File: src/rtl/tfds_pkg.sv
// ----------------------------------------------------------------------------
// tfds_pkg
// Shared types, constants and helpers of the tent filter downscaler.
// ----------------------------------------------------------------------------
package tfds_pkg;

  localparam int MAX_WIDTH_DEF  = 2048;
  localparam int MAX_FACTOR_DEF = 8;

  localparam int PIX_W      = 8;
  localparam int POS_W      = 11;
  localparam int FACTOR_W   = 4;
  localparam int DIM_W      = 12;
  localparam int CFG_IDX_W  = 2;
  localparam int CFG_DATA_W = 12;

  localparam logic [DIM_W-1:0]    RESET_DIM    = 12'd1500;
  localparam logic [FACTOR_W-1:0] RESET_FACTOR = 4'd1;

  typedef enum logic [CFG_IDX_W-1:0] {
    CFG_FACTOR = 2'd0,
    CFG_WIDTH  = 2'd1,
    CFG_HEIGHT = 2'd2
  } cfg_idx_t;

  typedef struct packed {
    logic busy;
    logic done;
  } div_stat_t;

  // d^4 for d from 1 to 16
  function automatic logic [16:0] pow4(input logic [4:0] d);
    logic [16:0] r;
    case (d)
      5'd2:    r = 17'd16;
      5'd3:    r = 17'd81;
      5'd4:    r = 17'd256;
      5'd5:    r = 17'd625;
      5'd6:    r = 17'd1296;
      5'd7:    r = 17'd2401;
      5'd8:    r = 17'd4096;
      5'd9:    r = 17'd6561;
      5'd10:   r = 17'd10000;
      5'd11:   r = 17'd14641;
      5'd12:   r = 17'd20736;
      5'd13:   r = 17'd28561;
      5'd14:   r = 17'd38416;
      5'd15:   r = 17'd50625;
      5'd16:   r = 17'd65536;
      default: r = 17'd1;
    endcase
    return r;
  endfunction

endpackage

File: src/rtl/tfds_div.sv
// ----------------------------------------------------------------------------
// tfds_div
// Four-channel restoring divider, one quotient bit per cycle.
// ----------------------------------------------------------------------------
module tfds_div import tfds_pkg::*; #(
  parameter int ACC_W = 20,
  parameter int D4W   = 13
) (
  input  logic             clk,
  input  logic             rst_n,
  input  logic             start,
  input  logic [ACC_W-1:0] acc [4],
  input  logic [D4W-1:0]   d4,
  output div_stat_t        stat,
  output logic [PIX_W-1:0] quot [4]
);

  localparam int SW = D4W + PIX_W;
  localparam int BW = $clog2(PIX_W);

  logic [ACC_W-1:0] rem_r [4];
  logic [PIX_W-1:0] q_r [4];
  logic [BW-1:0]    bit_r;
  logic             busy_r;
  logic             done_r;
  logic [SW-1:0]    den;

  assign den = SW'(d4) << bit_r;

  always_ff @(posedge clk) begin
    if (!rst_n) begin
      busy_r <= 1'b0;
      done_r <= 1'b0;
      bit_r  <= '0;
    end else begin
      done_r <= 1'b0;
      if (start) begin
        busy_r <= 1'b1;
        bit_r  <= BW'(PIX_W - 1);
        for (int c = 0; c < 4; c++) begin
          rem_r[c] <= acc[c];
          q_r[c]   <= '0;
        end
      end else if (busy_r) begin
        for (int c = 0; c < 4; c++) begin
          if (SW'(rem_r[c]) >= den) begin
            rem_r[c]       <= ACC_W'(SW'(rem_r[c]) - den);
            q_r[c][bit_r]  <= 1'b1;
          end
        end
        if (bit_r == '0) begin
          busy_r <= 1'b0;
          done_r <= 1'b1;
        end else begin
          bit_r <= bit_r - 1'b1;
        end
      end
    end
  end

  assign stat.busy = busy_r;
  assign stat.done = done_r;
  assign quot      = q_r;

endmodule

File: config.mk
export PLATFORM = sky130hd
export DESIGN_NAME = tfds_div
export DESIGN_NICKNAME = d
export VERILOG_FILES = /design/src/rtl/tfds_pkg.sv /design/src/rtl/tfds_div.sv
export SDC_FILE = /design/constraint.sdc
export NUM_CORES = 1
export LEC_CHECK = 0
export ABC_CLOCK_PERIOD_IN_PS = 6450
export BUFFER_PORTS_ARGS = -buffer_cell sky130_fd_sc_hd__buf_2
export CAP_MARGIN = 0
export CORE_MARGIN = 2
export CORE_UTILIZATION = 59
export DETAILED_ROUTE_END_ITERATION = 6
export MAX_ROUTING_LAYER = met4
export PLACE_DENSITY_LB_ADDON = 0.08
export SKIP_LAST_GASP = 1
export SLEW_MARGIN = 20
export SYNTH_ARGS = -nofsm -noshare
export SYNTH_HDL_FRONTEND = slang
export SYNTH_SLANG_ARGS = --single-unit
export TNS_END_PERCENT = 20
File: constraint.sdc
create_clock -name clk -period 6.45 [get_ports clk]
set_input_delay 1.29 -clock clk [delete_from_list [all_inputs] [get_ports clk]]
set_output_delay 1.29 -clock clk [all_outputs]
set_load 0.02 [all_outputs]
==> run metrics <==
syn_nets ~1100; Tightest Pin Transition ~1000 ps; WP data required 6620 ps; chip width 131 µm; final core utilization 0.695; Ys Warns 0; achievable frequency 0.196 GHz; Routed Antenna Nets 0; Pre-antenna DRT Iters 5; CP max stage cell a41oi_1; vias in the first global route 7367; crit path time final 5100 ps; Clock transition at path regs around 50 ps; post-route insts no fill 1330; post-synthesis compound-gate area fraction 0.189; Post-Synth Simple-Gate Area 0.147; CTS buffer count 17; crit start category primary input; hold-fix buffers at CTS 0; DR iter-0 viols 530; first-pass GRT wire length 39200 µm; fin. max-slew vios 0; Synth Area in XOR/XNOR 0.0508; sequential share of the synthesized area 0.365; Clock Skews 10.6 ps; core area 0.0158 mm²; Final Hold Fails 0; Final Setup Violations 0; GRT Total Usage 0.318; post-CTS sizing 0; Initial Utilization 0.601; post-synthesis cell count 967; Synth-to-Final Area Change 15.6%; Avg Vias per Cell 6.02; crit-path max FO 31; CTS tree built; drt wl/cell 19.5 µm; DRC viols 0; Die Height 131 µm; RePlAce Congestion 0.966; CP endpoint kind flop; WL final 26000 µm; ys flop type edfxtp_1; largest net degree at the start of global routing 40; Root Buffer clkbuf_16; Pwr per Cell Area roughly 280 mW/mm²; Adder-Cell Fraction of Synth Area 0.117; row count 46; Crit path max-delay family compound AO/OA/AOI/OAI gates; cell area after synthesis roughly 0.0095 mm²; layout cells sized above 1 0.222; IO buf count approximately 130; HP Class reg2reg; RSZ-0062 raised after global routing false; Slew HR 0.309; clock sink count 117; hpwl dp 19300 µm; Reg2Reg Setup Slack around 1500 ps; I/O pin cnt 130; Max clock buf depth 2; status finished, final reports clean; FF+latch count, synth 117; hold slack approximately 570 ps; period utilisation layout 0.790; Clk Latency, worst-skew pair 430 ps; initial antenna violation count 3; WP data arrival 5270 ps; critical setup path kind in2reg; mux cell area share after synthesis 0.0985; Max stage delay on crit path 740 ps; Synth async-reset ratio 0; grt ovf 0; worst-path cell chain buf_2, nor2b_1, a211oi_1, a21oi_1, nor2b_1, a41oi_1, ha_1, and3_1, a221o_1, a211oi_2, o221ai_1, a21o_1, mux2_2; syn avg cell area 9.81 µm²; Max VDD drop 0.211 mV; most used cell along the critical path nor2b_1; post-CTS setup buffer count 0; combinational family with the most area after synthesis compound AO/OA/AOI/OAI gates; max_cap viols 0; Post-synth EDFFs 112; Leakage Power ~0.0047 µW; detailed-route via count 8004; total negative slack 0 ps; Final nets between 1000 and 1500; Netlist cell types 77; crit path buf inv count 1; placed cells 1295; die area roughly 0.017 mm²; H-Tree Depth 4
## metrics by stage
| step | total power [µW] | instance area [µm²] | setup WS (ps) |
|---|---|---|---|
| after CTS | 3050 | 11000 | 1390 |
| after floorplan | 1790 | 9490 | 975 |
| final | 3060 | 11000 | 1350 |
| after global routing | 3220 | 11000 | 1160 |
| after detailed placement | 2060 | 10300 | 931 |
| after global placement | 2040 | 10300 | 1110 |
## cells by family after synthesis
family	after synthesis
AO/OA/AOI/OAI	271
XOR/XNOR	55
adder cells (fa/ha/maj)	86
buffers and inverters	66
flip-flops	117
multiplexers	73
AND/OR/NAND/NOR	299
## power by group
group          leakage, µW  internal [µW]  switching, µW
combinational      0.00329            474            664
clock             0.000297            629            365
sequential         0.00111            901           29.5
## worst min-delay path, cell delays in order, from the launching register on
cell and delay [ps]:
edfxtp_1 330, nor2_1 50, nor2_1 70
## final timing paths
check / startpoint / endpoint / cells past startpoint
worst max-delay path: d4[4] / rem_r[1][4] / 13
worst min-delay path: quot[26] / quot[26] / 2
worst min register to register: quot[26] / quot[26] / 2
worst max register to register: bit_r[1] / rem_r[1][4] / 12
## layout make-up
type | count | area [µm²]
Clock inverter | 11 | 151
Multi-Input combinational cell | 784 | 5720
Clock buffer | 21 | 460
Timing Repair Buffer | 146 | 773
Tap cell | 216 | 270
Inverter | 32 | 120
Sequential cell | 117 | 3460
Fill cell | 1300 | 4800
Antenna cell | 3 | 7.51
## Yosys cell counts, types with 14 or more instances
master,number,share of area
inv_1,31,0.012
mux2_4,17,0.027
nor2b_1,14,0.0092
xnor2_1,36,0.033
o21ai_0,52,0.027
edfxtp_1,112,0.35
nand2_1,66,0.026
xor2_1,19,0.018
mux2i_1,24,0.025
a31oi_1,16,0.011
a21o_1,35,0.028
ha_1,82,0.11
mux2_2,25,0.030
o21a_1,23,0.018
clkbuf_1,16,0.0063
nor2_1,128,0.051
a21oi_1,73,0.039
nor3_1,20,0.011
## placed cells by master, fill, tap and decap left out, types with 5 or more instances in the layout
cell type / synthesis / routed
a211oi_1: 8 / 8
a21boi_0: 8 / 7
a21o_1: 35 / 35
a21oi_1: 73 / 73
a31oi_1: 16 / 14
and3_1: 13 / 13
buf_2: 6 / 129
buf_4: 3 / 17
clkbuf_16: 0 / 17
clkinv_4: 0 / 5
edfxtp_1: 112 / 112
ha_1: 82 / 82
inv_1: 31 / 31
mux2_2: 25 / 25
mux2_4: 17 / 17
mux2i_1: 24 / 24
mux4_2: 7 / 7
nand2_1: 66 / 66
nand2b_1: 10 / 10
nand3_1: 12 / 12
nand4_1: 11 / 11
nor2_1: 128 / 128
nor2b_1: 14 / 14
nor3_1: 20 / 20
o21a_1: 23 / 23
o21ai_0: 52 / 52
o21bai_1: 5 / 5
o31a_1: 5 / 5
o31ai_1: 8 / 8
xnor2_1: 36 / 36
xor2_1: 19 / 19
## per-layer routing
layer  GRT usage  part of all wire
met5           -                 0
met4       0.107             0.029
met3      0.0733             0.072
met2       0.489              0.46
met1       0.417              0.44
## flip-flops by register name, summed over array words and instances, names as in the netlist
signal,flops
rem_r,80
done_r,1
quot,32
bit_r,3
busy_r,1
No activity file was read; power rests on OpenSTA's default activity.
